### src/hw/rtl/vhpd_pkg.sv
`default_nettype none
package vhpd_pkg;

  localparam int TABLE_SLOTS  = 8192;
  localparam int MAX_VERTICES = 4096;
  localparam int COORD_BITS   = 24;
  localparam int SLOT_BITS    = $clog2(TABLE_SLOTS);
  localparam int VTX_BITS     = $clog2(MAX_VERTICES);
  localparam int VSIZE_BITS   = 16;
  localparam logic [31:0] HASH_GOLD = 32'h9e37_79b9;
  localparam logic [VSIZE_BITS-1:0] VSIZE_RESET = 16'd50;

  typedef enum logic [2:0] {
    ST_EXISTING = 3'd0,
    ST_NEW      = 3'd1,
    ST_SKIPPED  = 3'd2,
    ST_FULL     = 3'd3,
    ST_TICK     = 3'd4
  } status_t;

  typedef enum logic [1:0] {
    CMD_TICK  = 2'd0,
    CMD_SKIP  = 2'd1,
    CMD_POINT = 2'd2
  } cmd_kind_t;

  typedef struct packed {
    cmd_kind_t             kind;
    logic [COORD_BITS-1:0] kx;
    logic [COORD_BITS-1:0] ky;
    logic [COORD_BITS-1:0] kz;
    logic [SLOT_BITS-1:0]  home;
  } cmd_t;

  typedef struct packed {
    logic                  used;
    logic [COORD_BITS-1:0] kx;
    logic [COORD_BITS-1:0] ky;
    logic [COORD_BITS-1:0] kz;
    logic [VTX_BITS-1:0]   vertex;
  } slot_t;

  typedef struct packed {
    status_t             status;
    logic [VTX_BITS-1:0] vertex_index;
    logic [31:0]         observation_count;
    logic [31:0]         keyframe_number;
  } result_t;

  function automatic logic [31:0] hash_mix(input logic [31:0] h, input logic [31:0] k);
    hash_mix = h ^ (k + HASH_GOLD + (h << 6) + (h >> 2));
  endfunction

endpackage
`default_nettype wire

### src/hw/rtl/vhpd_fifo.sv
`default_nettype none
module vhpd_fifo import vhpd_pkg::*; (
  input  wire logic clk,
  input  wire logic rst,
  input  wire logic wr_valid,
  output logic      wr_ready,
  input  cmd_t      wr_data,
  output logic      rd_valid,
  input  wire logic rd_ready,
  output cmd_t      rd_data
);

  cmd_t store [2];
  logic wptr;
  logic rptr;
  logic [1:0] fill;
  logic do_wr;
  logic do_rd;

  assign wr_ready = (fill != 2'd2);
  assign rd_valid = (fill != 2'd0);
  assign rd_data  = store[rptr];
  assign do_wr    = wr_valid && wr_ready;
  assign do_rd    = rd_valid && rd_ready;

  always_ff @(posedge clk) begin
    if (do_wr) begin
      store[wptr] <= wr_data;
    end
    if (rst) begin
      wptr <= 1'b0;
      rptr <= 1'b0;
      fill <= 2'd0;
    end else begin
      if (do_wr) wptr <= ~wptr;
      if (do_rd) rptr <= ~rptr;
      fill <= fill + 2'(do_wr) - 2'(do_rd);
    end
  end

endmodule
`default_nettype wire

### config.mk
export PLATFORM = sky130hd
export DESIGN_NAME = vhpd_fifo
export DESIGN_NICKNAME = d
export VERILOG_FILES = /design/src/hw/rtl/vhpd_pkg.sv /design/src/hw/rtl/vhpd_fifo.sv
export SDC_FILE = /design/constraint.sdc
export NUM_CORES = 1
export LEC_CHECK = 0
export BUFFER_PORTS_ARGS = -buffer_cell sky130_fd_sc_hd__buf_2
export CORE_MARGIN = 2
export CORE_UTILIZATION = 40
export CTS_BUF_LIST = sky130_fd_sc_hd__clkbuf_4
export DETAILED_ROUTE_END_ITERATION = 12
export GPL_TIMING_DRIVEN = 0
export SLEW_MARGIN = 40
export SYNTH_ARGS = -nofsm -noshare
export SYNTH_HDL_FRONTEND = slang
export SYNTH_SLANG_ARGS = --single-unit
### constraint.sdc
create_clock -name clk -period 10.2 [get_ports clk]
set_clock_uncertainty 0.1 [all_clocks]
set_input_delay 1.02 -clock clk [delete_from_list [all_inputs] [get_ports clk]]
set_output_delay 1.02 -clock clk [all_outputs]
set_load 0.02 [all_outputs]
Word-level counts from Yosys, hierarchy flattened. Memory sizes are Yosys's and may differ from the RTL's. A register that Yosys moved wholly into a read port is not among the register bits. Cells that the tools add are included.

Register bits: 4. Memory bits (writable): 174. Input port bits: 91. Output and inout port bits: 89. Word-level logic and storage cells: 16. Memories kept: 1.

Memory list: store (words 2, width 87, rd ports 1, clocked after memory_dff 1, write ports 1, line vhpd_fifo.sv:13) `cmd_t store [2];`.

$add $sub $neg: 2. Eq/ne operators: 1. Mux-type cells: 4. Bitwise gates (word level): 2. Reduce and logical (&&, ||, !) cells: 3.

Operators with widths (number): $mux W1 (4); $add A2 B1 Y2 (1); $logic_and A1 B1 Y1 (2); $ne A2 B2 Y1 const B (1); $not A1 Y1 (2); $reduce_bool A2 Y1 (1); $sub A2 B1 Y2 (1).

Logic depth before layout (Yosys ltp). Gate-level depths: netlist of run 1.

Depth after elaboration: 4. Mapped depth: 8.

Least setup slack after synthesis of run 1. OpenSTA, ideal clock, no wires.

Kind: input to register. Start: input port wr_valid. End: memory store[0][0] (netlist name) (enable). Arrival time: 4737 ps. Data required time: 9567 ps. Slack: 4830 ps. Stages: 2. Path through: nand2_1 > nor2_1.

Cells in the longest elaborated chain, start to end: 3.

Ends and longest elaborated chain: start: declaration (line vhpd_fifo.sv:5) `input wire logic wr_valid,`; $logic_and A1 B1 Y1 (line vhpd_fifo.sv:23) `assign do_wr = wr_valid && wr_ready;`; $mux W1 (line vhpd_fifo.sv:27) `if (do_wr) begin`; $mux W1 (implied by the code) (line vhpd_fifo.sv:28) `store[wptr] <= wr_data;`; end: declaration (line vhpd_fifo.sv:13).

Every way passes these cells.

==> results of run 1 <==
-- routing by layer --
metal | track usage | vias up
li1 | - | 1577
met1 | 0.164 | 1651
met2 | 0.226 | 132
met3 | 0.0536 | 23
met4 | 0.0669 | 0
met5 | 0 | -
-- worst max-delay path by stage --
stage              endpoint      start
6_report        rd_data[82]  flip-flop
5_1_grt         rd_data[81]  flip-flop
4_1_cts         rd_data[85]  flip-flop
3_5_place_dp   store[1][66]   wr_valid
3_3_place_gp   store[0][83]   wr_valid
2_1_floorplan   store[0][0]   wr_valid
-- layout make-up --
type                    count  area (um2)
clock inverters            11         210
multi-input cells         105        1230
plain buffers              10        81.3
repair buffers            186        1050
diodes                      1        2.50
flip-flops and latches    179        5330
well taps                 220         275
clock buffers              19         143
inverters                   1        3.75
fillers                  1383        8090
-- state kept, by name, summed over array words and instances (netlist names), named ones only --
signal	cells
fill	2
rptr	1
wptr	1
store	174
-- power by group --
group / switching (W) / internal (W)
sequential: 0.0000230 / 0.000920
clock: 0.000222 / 0.000246
combinational: 0.000343 / 0.000268
-- cell usage after synthesis --
master / n / area share
nand2_1: 1 / 0.00057
edfxtp_1: 174 / 0.79
nor2_1: 5 / 0.0028
mux2_4: 30 / 0.068
inv_1: 1 / 0.00057
nand2b_1: 1 / 0.00094
mux2_2: 58 / 0.099
or2_2: 1 / 0.00094
buf_6: 5 / 0.0085
o21a_1: 1 / 0.0011
ha_1: 2 / 0.0038
xnor2_1: 2 / 0.0026
xor2_1: 1 / 0.0013
and3_1: 1 / 0.00094
dfxtp_1: 5 / 0.015
nor2b_1: 2 / 0.0019
buf_2: 5 / 0.0038
-- cell families after synthesis --
family | count (synthesis) | share of synthesized area
buffers and inverters | 11 | 0.0128
DFF | 179 | 0.804
muxes | 88 | 0.167
adders and majority gates | 2 | 0.00378
and+or+nand+nor | 11 | 0.00812
AOI/OAI and AO/OA | 1 | 0.00113
xor gates and xnor gates | 3 | 0.00397
-- worst max-delay path, cell delays in order, from the launching register on --
cell and delay, ps:
dfxtp_1 340, buf_6 130, buf_6 160, buf_6 200, mux2_4 310, buf_2 160
-- metrics by stage --
| step | util | power (W) |
|---|---|---|
| 6_report | 0.507 | 0.00202 |
| 5_1_grt | 0.507 | 0.00212 |
| 4_1_cts | 0.507 | 0.00206 |
| 3_5_place_dp | 0.485 | 0.00159 |
| 3_3_place_gp | 0.475 | 0.00157 |
| 2_1_floorplan | - | 0.00138 |
==> impl_metrics.json, run 1 <==
{
  "status": "completed",
  "slew_viol_final": 0,
  "cp-end-kind": "primary output",
  "netlist_area_um2": 6630,
  "p_leak_nw": 3.17,
  "numCtsBuffers": 17,
  "place_ws_ps": 7640,
  "drc_errors": 0,
  "worst_pin_slew_ps": 386,
  "dieHeight_um": 133,
  "coreArea_um2": 16400,
  "reg2reg_slack_ps": 8240,
  "whs_path_depth": 2,
  "start_util": 0.404,
  "highest_layer": "met4",
  "vias_per_cell": 4.62,
  "syn_inst": 295,
  "cp.arrival_ps": 1840,
  "die_w_um": 133,
  "clk_pin_slew_ps": 120,
  "routedWlPerCell_um": 16.3,
  "rsz0062_at_grt": "false",
  "placedCellCount": 701,
  "dr_total_vias": 3383,
  "stdcell_area_um2": 8320,
  "areaGrowthSynthToFinish_pct": 25.5,
  "antenna_found_initial": 1,
  "tns_ps": 0,
  "hp-class": "flip-flop to flip-flop",
  "rows": 47,
  "synth_seq_area_share": 0.804,
  "final_antenna_net_count": 0,
  "crit_required_ps": 9080,
  "overflow": 0,
  "nNetsFinal": 593,
  "cts_max_level": 4,
  "met1Wirelength_mm": 4.98,
  "ff2ff_path_depth": 4,
  "synth_nets": 388,
  "drive_gt1_frac": 0.616,
  "first_pass_iters": 4,
  "grt_pass1_vias": 3618,
  "drtIter0Drc": 151,
  "final_common_cell": "buf_2",
  "cts_tree": "done",
  "max_freq_mhz": 338,
  "cts.sinks": 179,
  "post_cts.repair.setup_buffers": 0,
  "ys_ff_latch": 179,
  "setup_violations": 0,
  "period_share": 0.290,
  "setup_ws_ps": 7240,
  "synth.avg_cell_area_um2": 22.5,
  "r2r_start": "fill[0]",
  "routed_wl_mm": 11.9,
  "fin_cells": 732,
  "cts_repair_resize_count": 0,
  "holdWs_ps": 432,
  "dp_hpwl_mm": 8.29,
  "timing.slew.headroom": 0.743,
  "power.density_nw_per_um2": 243,
  "clkLatencyLatePin_ps": 530,
  "ctsHoldBuffers": 0,
  "crit_path_start_kind": "flip-flop",
  "grt_max_degree": 34,
  "yosys.cell_types.count": 17,
  "grt.total_usage": 0.139,
  "period_minus_slack_ps": 2960,
  "crit_fanout": 10,
  "hold_start": "rptr",
  "io_buffers": 179,
  "dieArea_um2": 17600,
  "maxCapViolations": 0,
  "critPathKind": "flip-flop to primary output",
  "pin_count": 180,
  "grt_pass1_wl_mm": 18.7,
  "place_area_um2": 7960,
  "gp_congestion": 0.677,
  "cts_root_buf": "clkbuf_4",
  "yosysWarnings": 0,
  "met2WireLength_mm": 5.73,
  "ir_worst_vdd_mv": 0.103,
  "cts_buffer_depth": 2,
  "reg2reg_to": "store[1][74]",
  "hold_viol": 0,
  "final_cell_mix": "buf_2 (184), edfxtp_1 (174), mux2_2 (58), mux2_4 (30), clkbuf_4 (19)",
  "routed-wl-met3_um": 874
}
No activity file was read; power rests on OpenSTA's default activity.
==> run 2, diff against run 1 <==
--- a/config.mk
+++ b/config.mk
@@ -11,6 +11,7 @@
 export CTS_BUF_LIST = sky130_fd_sc_hd__clkbuf_4
 export DETAILED_ROUTE_END_ITERATION = 12
 export GPL_TIMING_DRIVEN = 0
+export PLACE_DENSITY = 0.66
 export SLEW_MARGIN = 40
 export SYNTH_ARGS = -nofsm -noshare
 export SYNTH_HDL_FRONTEND = slang
==> constraint.sdc (replaced) <==
create_clock -name clk -period 2.6 [get_ports clk]
set_clock_uncertainty 0.1 [all_clocks]
set_input_delay 0.26 -clock clk [delete_from_list [all_inputs] [get_ports clk]]
set_output_delay 0.26 -clock clk [all_outputs]
set_load 0.02 [all_outputs]
==> run 2 against run 1 <==
Routed wire length rose by 5.8%. Global-route usage increased by 0.70 points. Critical endpoint is now rd_data[75]. Design area rose by 9.5%. Largest cell class unchanged. Critical path type unchanged. Hold slack lost 340 ps.
==> impl_metrics.json, run 2 (same netlist as run 1, synthesis figures left out) <==
{
  "grt_pass1_vias": 3995,
  "cp.arrival_ps": 1830,
  "routed-wl-met3_um": 638,
  "place_area_um2": 7940,
  "dp_hpwl_mm": 8.21,
  "hold_viol": 0,
  "routedWlPerCell_um": 15.4,
  "top_register": "store",
  "first_pass_iters": 4,
  "stdcell_area_um2": 9110,
  "setup_violations": 0,
  "routed_wl_mm": 12.6,
  "final_util": 0.555,
  "drive_gt1_frac": 0.523,
  "period_minus_slack_ps": 2190,
  "rows": 47,
  "status": "completed",
  "vias_per_cell": 4.50,
  "cp-end-kind": "primary output",
  "largest_reg_flops": 174,
  "crit_path_start_kind": "flip-flop",
  "grt_max_degree": 36,
  "ir_worst_vdd_mv": 0.517,
  "dr_total_vias": 3692,
  "timing.slew.headroom": 0.770,
  "rsz0062_at_grt": "false",
  "hp-class": "input port to flip-flop",
  "top_regs": "store: 174 flops, fill: 2 flops",
  "power.density_nw_per_um2": 847,
  "highest_layer": "met4",
  "drc_errors": 0,
  "cts_max_level": 4,
  "start_util": 0.404,
  "cts_repair_resize_count": 0,
  "gp_congestion": 0.699,
  "cts.sinks": 179,
  "grt.total_usage": 0.146,
  "cts_tree": "done",
  "io_buffers": 179,
  "cts_root_buf": "clkbuf_4",
  "crit_required_ps": 2240,
  "clkLatencyLatePin_ps": 510,
  "period_share": 0.840,
  "antenna_found_initial": 0,
  "dieHeight_um": 133,
  "p_leak_nw": 3.50,
  "areaGrowthSynthToFinish_pct": 37.5,
  "max_freq_mhz": 458,
  "overflow": 0,
  "n_antenna_cell": 0,
  "grt_pass1_wl_mm": 19.7,
  "met2WireLength_mm": 6.67,
  "coreArea_um2": 16400,
  "worst_pin_slew_ps": 344,
  "critPathKind": "flip-flop to primary output",
  "cts_buffer_depth": 2,
  "maxCapViolations": 0,
  "final_common_cell": "buf_2",
  "final_cell_mix": "buf_2 (184), edfxtp_1 (174), dlygate4sd3_1 (89), mux2_2 (58), mux2_4 (30)",
  "die_w_um": 133,
  "slew_viol_final": 0,
  "drtIter0Drc": 179,
  "nNetsFinal": 682,
  "clk_pin_slew_ps": 130,
  "dieArea_um2": 17600,
  "final_antenna_net_count": 0,
  "pin_count": 180,
  "numCtsBuffers": 17,
  "crit_fanout": 10,
  "met1Wirelength_mm": 5.21
}
[run 2: routing by layer]
layer  GRT usage  vias up
met5           0        -
met4      0.0454        0
met3      0.0533        6
met2       0.263      116
met1       0.162     1821
li1            -     1749
[run 2: area by class of cell]
class	instances	area, um2
Clock buffer	19	143
Sequential cell	179	5330
Timing Repair Buffer	275	1910
Multi-Input combinational cell	105	1230
Fill cell	1284	7300
Inverter	1	3.75
Tap cell	220	275
Clock inverter	11	139
Buffer	10	81.3
[run 2: per-stage QoR]
| step | hold WS [ps] | total power, W | cells | TNS [ps] | setup slack, ps |
|---|---|---|---|---|---|
| 6_report | 96.3 | 0.00771 | 820 | 0 | 415 |
| 5_1_grt | 20.3 | 0.00810 | 820 | 0 | 238 |
| 4_1_cts | 2.56 | 0.00783 | 820 | 0 | 288 |
| 3_5_place_dp | 352 | 0.00618 | 701 | 0 | 570 |
| 3_3_place_gp | 348 | 0.00606 | 694 | -59690 | -564 |
| 2_1_floorplan | 232 | 0.00539 | 295 | 0 | 15.0 |
[run 2: power breakdown]
| group | leakage (nW) | switching [W] | internal (W) | total [W] |
|---|---|---|---|---|
| combinational | 1.68 | 0.00136 | 0.00112 | 0.00248 |
| sequential | 1.67 | 0.0000929 | 0.00361 | 0.00370 |
| clock | 0.147 | 0.000859 | 0.000670 | 0.00153 |
[run 2: final timing paths]
path / from / endpoint / slack (ps) / cells past startpoint
setup / recovery: flip-flop / rd_data[75] / 410 / 5
hold / removal: wr_valid / wptr / 100 / 3
setup reg to reg: fill[0] / store[0][37] / 580 / 6
hold reg to reg: rptr / rptr / 450 / 2
[run 2: worst max-delay path, stage by stage (launching register included)]
cell and delay (ps):
dfxtp_1 340, buf_6 120, buf_6 160, buf_6 200, mux2_4 320, buf_2 160
[run 2: timing repair]
action | in CTS | in global routing
buffers inserted | 0 | 0
hold endpoints to repair | 179 | 0
hold buffers | 89 | 0
endpoints found under the setup margin | 0 | 0
