### src/hw/rtl/vhpd_pkg.sv
`default_nettype none
package vhpd_pkg;

  localparam int TABLE_SLOTS  = 8192;
  localparam int MAX_VERTICES = 4096;
  localparam int COORD_BITS   = 24;
  localparam int SLOT_BITS    = $clog2(TABLE_SLOTS);
  localparam int VTX_BITS     = $clog2(MAX_VERTICES);
  localparam int VSIZE_BITS   = 16;
  localparam logic [31:0] HASH_GOLD = 32'h9e37_79b9;
  localparam logic [VSIZE_BITS-1:0] VSIZE_RESET = 16'd50;

  typedef enum logic [2:0] {
    ST_EXISTING = 3'd0,
    ST_NEW      = 3'd1,
    ST_SKIPPED  = 3'd2,
    ST_FULL     = 3'd3,
    ST_TICK     = 3'd4
  } status_t;

  typedef enum logic [1:0] {
    CMD_TICK  = 2'd0,
    CMD_SKIP  = 2'd1,
    CMD_POINT = 2'd2
  } cmd_kind_t;

  typedef struct packed {
    cmd_kind_t             kind;
    logic [COORD_BITS-1:0] kx;
    logic [COORD_BITS-1:0] ky;
    logic [COORD_BITS-1:0] kz;
    logic [SLOT_BITS-1:0]  home;
  } cmd_t;

  typedef struct packed {
    logic                  used;
    logic [COORD_BITS-1:0] kx;
    logic [COORD_BITS-1:0] ky;
    logic [COORD_BITS-1:0] kz;
    logic [VTX_BITS-1:0]   vertex;
  } slot_t;

  typedef struct packed {
    status_t             status;
    logic [VTX_BITS-1:0] vertex_index;
    logic [31:0]         observation_count;
    logic [31:0]         keyframe_number;
  } result_t;

  function automatic logic [31:0] hash_mix(input logic [31:0] h, input logic [31:0] k);
    hash_mix = h ^ (k + HASH_GOLD + (h << 6) + (h >> 2));
  endfunction

endpackage
`default_nettype wire

### src/hw/rtl/vhpd_front.sv
`default_nettype none
module vhpd_front import vhpd_pkg::*; (
  input  wire logic                  clk,
  input  wire logic                  rst,
  input  wire logic                  hold,
  input  wire logic [VSIZE_BITS-1:0] vox_edge,
  input  wire logic                  in_valid,
  output logic                       in_ready,
  input  wire logic                  in_opcode,
  input  wire logic                  in_point_valid,
  input  wire logic [COORD_BITS-1:0] in_x,
  input  wire logic [COORD_BITS-1:0] in_y,
  input  wire logic [COORD_BITS-1:0] in_z,
  output logic                       cmd_valid,
  input  wire logic                  cmd_ready,
  output cmd_t                       cmd
);

  typedef enum logic [3:0] {
    F_IDLE = 4'b0001,
    F_DIV  = 4'b0010,
    F_HASH = 4'b0100,
    F_PUSH = 4'b1000
  } fstate_t;

  localparam int STEP_BITS = $clog2(COORD_BITS);

  fstate_t state;
  logic [STEP_BITS-1:0] step;
  logic [1:0] hstep;
  logic [VSIZE_BITS-1:0] divisor;
  logic [COORD_BITS-1:0] quo [3];
  logic [VSIZE_BITS-1:0] rem [3];
  logic neg [3];
  logic [31:0] h;
  cmd_kind_t kind;
  logic [COORD_BITS-1:0] key [3];
  logic [COORD_BITS-1:0] coord [3];
  logic [VSIZE_BITS:0] rem_sh [3];
  logic [31:0] k_sel;

  assign coord[0] = in_x;
  assign coord[1] = in_y;
  assign coord[2] = in_z;

  always_comb begin
    for (int i = 0; i < 3; i++) begin
      rem_sh[i] = {rem[i], quo[i][COORD_BITS-1]};
      if (neg[i]) begin
        key[i] = (rem[i] != '0) ? ~quo[i] : (~quo[i] + 1'b1);
      end else begin
        key[i] = quo[i];
      end
    end
    unique case (hstep)
      2'd0:    k_sel = {{(32-COORD_BITS){key[0][COORD_BITS-1]}}, key[0]};
      2'd1:    k_sel = {{(32-COORD_BITS){key[1][COORD_BITS-1]}}, key[1]};
      default: k_sel = {{(32-COORD_BITS){key[2][COORD_BITS-1]}}, key[2]};
    endcase
  end

  assign in_ready  = (state == F_IDLE) && !hold;
  assign cmd_valid = (state == F_PUSH);
  assign cmd.kind  = kind;
  assign cmd.kx    = key[0];
  assign cmd.ky    = key[1];
  assign cmd.kz    = key[2];
  assign cmd.home  = h[SLOT_BITS-1:0];

  always_ff @(posedge clk) begin
    if (rst) begin
      state <= F_IDLE;
    end else begin
      unique case (state)
        F_IDLE: begin
          if (in_valid && in_ready) begin
            step    <= '0;
            hstep   <= '0;
            h       <= '0;
            divisor <= (vox_edge == '0) ? VSIZE_BITS'(1) : vox_edge;
            for (int i = 0; i < 3; i++) begin
              neg[i] <= coord[i][COORD_BITS-1];
              quo[i] <= coord[i][COORD_BITS-1] ? (~coord[i] + 1'b1) : coord[i];
              rem[i] <= '0;
            end
            if (!in_opcode) begin
              kind  <= CMD_TICK;
              state <= F_PUSH;
            end else if (!in_point_valid || (in_x == '0 && in_y == '0 && in_z == '0)) begin
              kind  <= CMD_SKIP;
              state <= F_PUSH;
            end else begin
              kind  <= CMD_POINT;
              state <= F_DIV;
            end
          end
        end
        F_DIV: begin
          for (int i = 0; i < 3; i++) begin
            if (rem_sh[i] >= {1'b0, divisor}) begin
              rem[i] <= VSIZE_BITS'(rem_sh[i] - {1'b0, divisor});
              quo[i] <= {quo[i][COORD_BITS-2:0], 1'b1};
            end else begin
              rem[i] <= rem_sh[i][VSIZE_BITS-1:0];
              quo[i] <= {quo[i][COORD_BITS-2:0], 1'b0};
            end
          end
          step <= step + 1'b1;
          if (step == STEP_BITS'(COORD_BITS - 1)) begin
            state <= F_HASH;
          end
        end
        F_HASH: begin
          h     <= hash_mix(h, k_sel);
          hstep <= hstep + 1'b1;
          if (hstep == 2'd2) begin
            state <= F_PUSH;
          end
        end
        F_PUSH: begin
          if (cmd_ready) begin
            state <= F_IDLE;
          end
        end
        default: state <= F_IDLE;
      endcase
    end
  end

endmodule
`default_nettype wire

### config.mk
export PLATFORM = sky130hd
export DESIGN_NAME = vhpd_front
export DESIGN_NICKNAME = d
export VERILOG_FILES = /design/src/hw/rtl/vhpd_pkg.sv /design/src/hw/rtl/vhpd_front.sv
export SDC_FILE = /design/constraint.sdc
export NUM_CORES = 1
export LEC_CHECK = 0
export BUFFER_PORTS_ARGS = -buffer_cell sky130_fd_sc_hd__buf_2
export CAP_MARGIN = 10
export CORE_ASPECT_RATIO = 1.4
export CORE_UTILIZATION = 52
export CTS_CLUSTER_DIAMETER = 150
export DETAILED_ROUTE_END_ITERATION = 6
export PLACE_DENSITY = 0.78
export SLEW_MARGIN = 20
export SYNTH_ARGS = -nofsm -noshare
export SYNTH_HDL_FRONTEND = slang
export SYNTH_SLANG_ARGS = --single-unit
export TNS_END_PERCENT = 50
### constraint.sdc
create_clock -name clk -period 6 [get_ports clk]
set_input_delay 0.3 -clock clk [delete_from_list [all_inputs] [get_ports clk]]
set_output_delay 0.3 -clock clk [all_outputs]
set_load 0.01 [all_outputs]
* Word level (Yosys, flattened, before mapping)
Memories as Yosys holds them, arrays and structs flattened.
Cells that the tools add are included.
** Operators by class
- $add $sub $neg :: 14
- Magnitude comparators :: 3
- Equality and inequality tests :: 11
- Muxes and demuxes :: 64
- Bitwise gates (word level) :: 20
- Reductions and logical operators :: 21
** Operators by type and width (number)
- 24-bit two-way mux :: 15
- 24-bit by 1-bit adder with 24-bit output, second input constant :: 6
- 24-bit inverter :: 6
- 32-bit one-hot mux with 2 select lines :: 2
- 16-bit two-way mux :: 6
- 24-bit logical NOT :: 3
- 17-bit by 16-bit >= comparator with 1-bit output :: 3
- 16-bit nonzero test :: 3
- 16-bit subtractor :: 3
- 32-bit by 30-bit adder with 32-bit output :: 1
- 32-bit adder :: 1
- 32-bit adder, second input constant :: 1
- 32-bit two-way mux :: 1
- 32-bit XOR :: 1
- 1-bit two-way mux :: 28
- 4-bit two-way mux :: 6
- 16-bit logical NOT :: 1
- 4-bit one-hot mux with 4 select lines :: 1
- 1-bit bitwise OR :: 12
- 5-bit one-hot mux with 2 select lines :: 1
- 3-bit AND reduction :: 3
- 5-bit by 1-bit adder with 5-bit output, second input constant :: 1
- 5-bit == test, second input constant :: 1
- 5-bit two-way mux :: 1
- other kinds (18) :: 26
** Word-level totals
- Flip-flop bits (word level) :: 61
- Memory bits (writable) :: 123
- Bits of input ports :: 95
- Output and inout port bits :: 89
- Word-level logic and storage cells :: 142
- Memories kept :: 3
** Memories
- quo :: depth 3, bits a word 24, rd ports 3, clocked after memory_dff 0, write ports 3, RTL line vhpd_front.sv:32 : logic [COORD_BITS-1:0] quo [3];
- rem :: depth 3, bits a word 16, rd ports 3, clocked after memory_dff 0, write ports 3, RTL line vhpd_front.sv:33 : logic [VSIZE_BITS-1:0] rem [3];
- neg :: depth 3, bits a word 1, rd ports 3, clocked after memory_dff 0, write ports 3, RTL line vhpd_front.sv:34 : logic neg [3];

* Logic depth before layout (Yosys ltp)
Gate-level depths: netlist of the first run.
- Depth after elaboration :: 10
- Gate-level depth with buffers :: 21
- Mapped depth without buffers :: 20

* Least setup slack after synthesis of the first run
OpenSTA, ideal clock, no wires.
- Kind :: flip-flop to flip-flop
- Start point :: mem rem[0][0]
- End point :: reg h[28], data pin
- Library setup time :: 0.266 ns
- Data arrival time :: 4.736 ns
- Data required time :: 5.734 ns
- Slack :: 0.998 ns
- Cell stages (with the launch flop) :: 20
- Buffers on the path :: 0
- Period minus slack after synthesis :: 5.002 ns
- Cells stage by stage :: edfxtp_1 -> nor4_1 -> nand4_1 -> nor3_2 -> nand3_1 -> o21ai_0 -> xnor2_1 -> a21oi_1 -> fa_1 -> inv_1 -> fa_1 -> ha_1 -> a21o_1 -> or4_1 -> o21ai_0 -> o21ai_0 -> a21oi_1 -> o21ai_0 -> xnor2_1 -> nor2_1
** RTL lines
- start, declared :: RTL line vhpd_front.sv:33
- end signal, assigned :: RTL line vhpd_front.sv:114 : h <= hash_mix(h, k_sel);
- end, declared :: RTL line vhpd_front.sv:35 : logic [31:0] h;

==> results of run 1 <==
## worst max-delay path by stage
stage | endpoint | slack, ps | cells after the start
after floorplan | h[28]$_SDFFCE_PP0P_ | 1000 | 19
after global placement | h[28]$_SDFFCE_PP0P_ | 400 | 18
after detailed placement | h[30]$_SDFFCE_PP0P_ | 160 | 19
after CTS | h[26]$_SDFFCE_PP0P_ | 140 | 18
after global routing | h[20]$_SDFFCE_PP0P_ | -10 | 21
final | h[31]$_SDFFCE_PP0P_ | 260 | 20
## per-layer routing
layer / vias to the layer above / wire (µm) / share of wire [%]
met5: - / 72 / 0.15
met4: 12 / 2920 / 6.1
met3: 157 / 3410 / 7.2
met2: 544 / 23800 / 50
met1: 6669 / 17400 / 37
li1: 6728 / - / -
## sequential cells by signal, summed over array words and instances, names as in the netlist
name     flops
divisor     16
hstep        2
quo         72
neg          3
state        4
h           32
kind         2
rem         48
step         5
## report_power, final
| part | leakage (nW) | switching [W] | internal, W |
|---|---|---|---|
| clock | 0.285 | 0.000571 | 0.000590 |
| sequential | 1.71 | 0.000122 | 0.00156 |
| combinational | 5.42 | 0.00158 | 0.00116 |
| total | 7.41 | 0.00227 | 0.00331 |
## per-stage QoR
stage          setup slack (ps)  hold slack (ps)  std cells
2_1_floorplan               998              369       1800
3_5_place_dp                156              495       2302
3_3_place_gp                400              494       2302
4_1_cts                     141             11.6       2333
6_report                    263             23.6       2339
5_1_grt                   -14.1             8.77       2337
## placed cells by master (no fill, tap or decap), types with 23 or more instances in the layout
cell,Yosys,routed
nand2_1,188,187
buf_2,3,183
edfxtp_1,179,179
inv_1,147,147
o21ai_0,145,144
xnor2_1,133,133
ha_1,124,124
nor2_1,120,119
xor2_1,86,86
a21oi_1,85,83
o31ai_1,44,44
mux2i_1,37,37
nand3_1,35,35
nor3_1,32,32
fa_1,28,28
nor4_1,30,27
or3_1,23,23
## area by class of cell
type	instances	area (µm²)
clock buffers	17	425
repair buffers	201	1050
diodes	6	15.0
multi-input cells	1380	9870
well taps	390	488
inverters	147	552
fillers	2677	12700
flip-flops and latches	184	5480
clock inverters	14	160
## Yosys cell counts, types with 13 or more instances
library cell,instances,area (µm²)
nor3_1,32,160
o31ai_1,44,330
a21o_1,21,158
o21a_1,19,143
nand2b_1,20,125
nor2b_1,14,87.6
nor4_1,30,188
o21ai_0,145,726
nand4_1,13,81.3
nor2_1,120,450
o41ai_1,21,184
inv_1,147,552
or4_1,15,113
mux2i_1,37,370
xnor2_1,133,1160
nand2_1,188,706
buf_4,14,105
a211oi_1,14,105
fa_1,28,561
xor2_1,86,753
nand3_1,35,175
or3_1,23,144
clkbuf_1,70,263
edfxtp_1,179,5380
ha_1,124,1550
a21oi_1,85,425
## critical path, stage by stage, from the launching register on
cell and delay (ps):
edfxtp_1 440, nor4_1 420, and4_2 360, nand2_1 160
o31ai_1 310, xnor2_1 170, a22o_1 290, a21oi_1 260
fa_1 480, inv_1 70, ha_1 230, ha_1 350
nand2_1 80, o311ai_0 330, buf_4 190, nand4bb_1 170
a21oi_2 240, a221oi_2 140, o32a_1 380, o31ai_1 300
mux2i_1 110
## what timing repair did
item                                    in CTS  in global routing
resized for setup                            0                 10
setup buffers                                0                  0
hold buffers                                 0                  0
endpoints found under the setup margin       0                 13
## kinds of logic (layout without fill, tap and decap cells)
family,Yosys count,after routing,synth area share (%)
simple gates,541,541,16.3
compound gates,431,431,17.0
buf+inv,236,379,5.81
xor+xnor,219,219,11.8
flops,184,184,33.8
fa+ha+maj,152,152,13.0
mux,37,37,2.28
other cells,0,6,0
==> run metrics, run 1 <==
layout cells sized above 1=approximately 14%; crit-path max FO=5; r2r endpoint=h[31]$_SDFFCE_PP0P_; Post-Syn Nets=2,047; final wirelength=47,600 µm; Global Route met3 Usage=under 10%; Ports=184; reg-to-reg startpoint=rem[2][2]$_DFFE_PP_; slew margin rel.=30.0%; dominant synthesized flop cell=edfxtp_1; Final Net Count=2,178; Setup CP Type=flip-flop to flip-flop; Placed Instance Area=0.0174 mm²; final setup violation count=0; vias per cell=between 6 and 7; mapped cell area=0.0162 mm²; detailed-route via count=14,100; Leakage Power=7.41 nW; CTS tree=done; Std-Cell Rows=76; Distinct cells, synth=75; Seq/Total Area, Yosys=33.8%; Clock Latency Late Sink=470 ps; achievable frequency=0.174 GHz; Mean Syn Cell Area=about 9.0 µm²; WL/cell=20.4 µm; largest net degree at the start of global routing=87; Die Width=around 150 µm; Clock Tree Buf Depth=2; Worst R2R Path Depth=20; crit end category=flip-flop; fin area=0.0180 mm²; global-route wire length before repair=73,200 µm; Starting DRT DRC Count=915; Die Y=211 µm; Post-Synthesis Cells=1,800; post-route ant nets=0; Final Hold Violating Endpoints=0; gr ovfl total=0; DP HPWL=a little under 40,000 µm; crit start category=flip-flop; initial core utilization=a little over half; H-tree depth=4; Worst EP required=around 6200 ps; die area=0.0319 mm²; Tot GR Track Use=between 30 and 40%; Max rail drop VDD=198 µV; Max-Cap Viols=0; final core occ=about three fifths; core area=slightly above 0.03 mm²; Clock Skew=10.3 ps; hold_sp=vox_edge[6]; busiest grt layer=met2; P&R area growth vs syn=11.2%; clock root buffer master=clkbuf_16; CTS Buf Count=17; DR DRC count=0; critical path data arrival time=slightly below 6000 ps; grt met2 use=~53%; hold depth=1; EDFF count, synth=between 150 and 200; hold endpoint=divisor[6]$_SDFFCE_PN0P_; Tcrit/Tclk final=around 96%; CTS sink count=184; Pwr per Cell Area=310 mW/mm²; Ys Warns=0; measured slew at the worst slew-check pin=1050 ps; Final Max Tran Viols=0; Setup TNS=0 ps; initial antenna violation count=12; routability cong.=0.986; status=finished clean; min Tclk post-route=around 5700 ps; Post-synth ARST share=0%; Reg clk slew, reported paths=80 ps; Critical Path Start=rem[2][2]$_DFFE_PP_; vias in the first global route=between 10,000 and 15,000; port bufs=183; R2R Setup Slk=260 ps; total power=approximately 0.0056 W; Worst Hold Class=primary input to flip-flop; M1 GR Usage=around 34%; DR pass1 iterations=7; FF+latch count, synth=184
Note: power is estimated with default switching activity, not from simulation.
==> run 2: changes to the inputs <==
--- a/config.mk
+++ b/config.mk
@@ -8,10 +8,10 @@
 export BUFFER_PORTS_ARGS = -buffer_cell sky130_fd_sc_hd__buf_2
 export CAP_MARGIN = 10
 export CORE_ASPECT_RATIO = 1.4
-export CORE_UTILIZATION = 52
+export CORE_UTILIZATION = 60
 export CTS_CLUSTER_DIAMETER = 150
 export DETAILED_ROUTE_END_ITERATION = 6
-export PLACE_DENSITY = 0.78
+export PLACE_DENSITY = 0.88
 export SLEW_MARGIN = 20
 export SYNTH_ARGS = -nofsm -noshare
 export SYNTH_HDL_FRONTEND = slang
==> run 2 against run 1 <==
  * Fmax decreased by 0.80%
  * First-iteration DRC count grew 29%
  * Largest cell class unchanged
  * Worst hold slack gained 5.7 ps
  * Critical endpoint unchanged
  * Cell count down 1.5%
==> run metrics, run 2 (synthesis results as in run 1) <==
final worst slack=about 220 ps; crit-path max FO=8; reg-to-reg startpoint=rem[0][10]$_SDFFCE_PN0P_; Pint=0.00330 W; hold depth=1; Clk pwr share=between 20% and 30%; Clock Skew=approximately 12 ps; final wirelength=47,500 µm; post-route ant nets=0; vias in the first global route=~14,000; Die Y=around 200 µm; H-tree depth=4; vias per cell=6.24; detailed-route via count=14,400; measured slew at the worst slew-check pin=1100 ps; DR top layer=met5; initial antenna violation count=11; Ports=184; die area=0.0277 mm²; Final Hold Violating Endpoints=0; hold endpoint=divisor[13]$_SDFFCE_PN0P_; P&R area growth vs syn=10.9%; final setup violation count=0; number of flip-flops in the largest register=roughly 70; DR DRC count=0; crit start category=flip-flop; Clock Latency Late Sink=roughly 450 ps; NetSw=0.00229 W; Clock Tree Buf Depth=2; core area=0.0264 mm²; layout cells sized above 1=13.4%; crit end category=flip-flop; Std-Cell Rows=70; achievable frequency=0.173 GHz; hold_sp=vox_edge[13]; CTS tree=done; routability cong.=1.00; combinational power share=48.8%; Tot GR Track Use=34.7%; Pwr per Cell Area=311 mW/mm²; M1 WL=~17,000 µm; DR pass1 iterations=6; critical path data arrival time=slightly above 6000 ps; Tcrit/Tclk final=96.4%; largest net degree at the start of global routing=114; Worst R2R Path Depth=21; R2R Setup Slk=220 ps; commonest cells after routing, fill and taps aside=187 x nand2_1, 183 x buf_2, 179 x edfxtp_1, 147 x inv_1, 144 x o21ai_0; Top Registers=quo: 72 flops, rem: 48 flops, h: 32 flops; sequential power share=30.1%; WL/cell=20.6 µm; min Tclk post-route=approximately 5800 ps; Setup TNS=0 ps; CTS Buf Count=17; Die Width=~140 µm; Worst Hold Class=primary input to flip-flop; CTS sink count=roughly 180; Reg clk slew, reported paths=80 ps; Most flops, register=quo; Starting DRT DRC Count=1,176; Max rail drop VDD=210 µV; Max-Cap Viols=0; global-route wire length before repair=73,400 µm; port bufs=183; gr ovfl total=0; Setup CP Type=flip-flop to flip-flop; wire length on met3=between 4000 and 5000 µm; Leakage Power=7.40 nW; post-CTS setup buffers=0; slew margin rel.=26.6%; DP Worst Slack=approximately 250 ps; initial core utilization=61.5%; Final Net Count=approximately 2,200; Worst EP required=6300 ps; commonest non-fill, non-tap cell in the layout=nand2_1; clock root buffer master=clkbuf_16; Final Max Tran Viols=0; r2r endpoint=h[31]$_SDFFCE_PP0P_; switching share of total power=around 41%; Detail Route met2 WL=~23,000 µm; DP HPWL=~37,000 µm; status=finished clean
## run 2: cell count changes in the layout (fill, tap and decap cells not counted), moves of 2 or more
cell,change
buf_4,-4
clkinv_8,+2
clkinvlp_4,+2
and4_1,+2
clkinv_4,-4
diode_2,-2
and4_2,-2
## run 2: layout make-up
class / instances / area [µm²]
multi-input cells: 1380 / 9860
inverters: 147 / 552
repair buffers: 198 / 1030
flip-flops and latches: 184 / 5480
clock buffers: 17 / 425
fillers: 2011 / 8380
clock inverters: 15 / 184
well taps: 360 / 450
diodes: 4 / 10.0
## run 2: worst max path at each step
stage / start / endpoint / cells after the start
5_1_grt: rem[0][10]$_SDFFCE_PN0P_ / h[30]$_SDFFCE_PP0P_ / 19
2_1_floorplan: rem[0][0]$_SDFFCE_PN0P_ / h[28]$_SDFFCE_PP0P_ / 19
3_3_place_gp: rem[0][10]$_SDFFCE_PN0P_ / h[28]$_SDFFCE_PP0P_ / 18
3_5_place_dp: rem[2][0]$_DFFE_PP_ / h[28]$_SDFFCE_PP0P_ / 19
4_1_cts: rem[0][10]$_SDFFCE_PN0P_ / h[28]$_SDFFCE_PP0P_ / 18
6_report: rem[0][10]$_SDFFCE_PN0P_ / h[31]$_SDFFCE_PP0P_ / 21
## run 2: through the flow
step	hold WS (ps)	std cells	util (%)	power, W	instance area, µm²
2_1_floorplan	369	1800	-	0.00366	16200
3_3_place_gp	491	2268	65.7	0.00429	17300
3_5_place_dp	494	2268	65.7	0.00435	17300
4_1_cts	18.4	2300	68.0	0.00553	17900
5_1_grt	23.9	2304	68.2	0.00592	18000
6_report	29.3	2305	68.2	0.00560	18000
## run 2: repair_timing
| item | CTS | global route |
|---|---|---|
| resized for setup | 0 | 7 |
| hold buffers | 0 | 0 |
| endpoints found under the setup margin | 0 | 10 |
## run 2: power groups by stage
stage	clock, W	sequential [W]	combinational [W]
detailed placement	0	0.00170	0.00264
global placement	0	0.00170	0.00260
CTS	0.00119	0.00168	0.00266
finish	0.00118	0.00168	0.00273
global route	0.00123	0.00169	0.00300
floorplan	0	0.00167	0.00200
## run 2: metal layers
| metal | global-route usage, % | vias to the layer above |
|---|---|---|
| met4 | 21.1 | 10 |
| met5 | 0 | - |
| met1 | 38.7 | 6762 |
| li1 | - | 6713 |
| met2 | 61.0 | 707 |
| met3 | 6.71 | 199 |
## run 2: worst max-delay path: stages (launching register included)
cell and delay [ps]:
edfxtp_1 420, nor4_1 450, nand4_1 420, nor3_2 300, nand2_1 70, o21ai_0 250, xnor2_1 170, a22o_1 260
a21oi_1 220, ha_1 280, inv_1 60, ha_1 230, ha_1 360, nand2_1 90, o311ai_0 360, buf_4 190
nand4bb_1 120, a21oi_1 300, a221oi_2 160, o32a_1 380, o31ai_1 300, mux2i_1 230
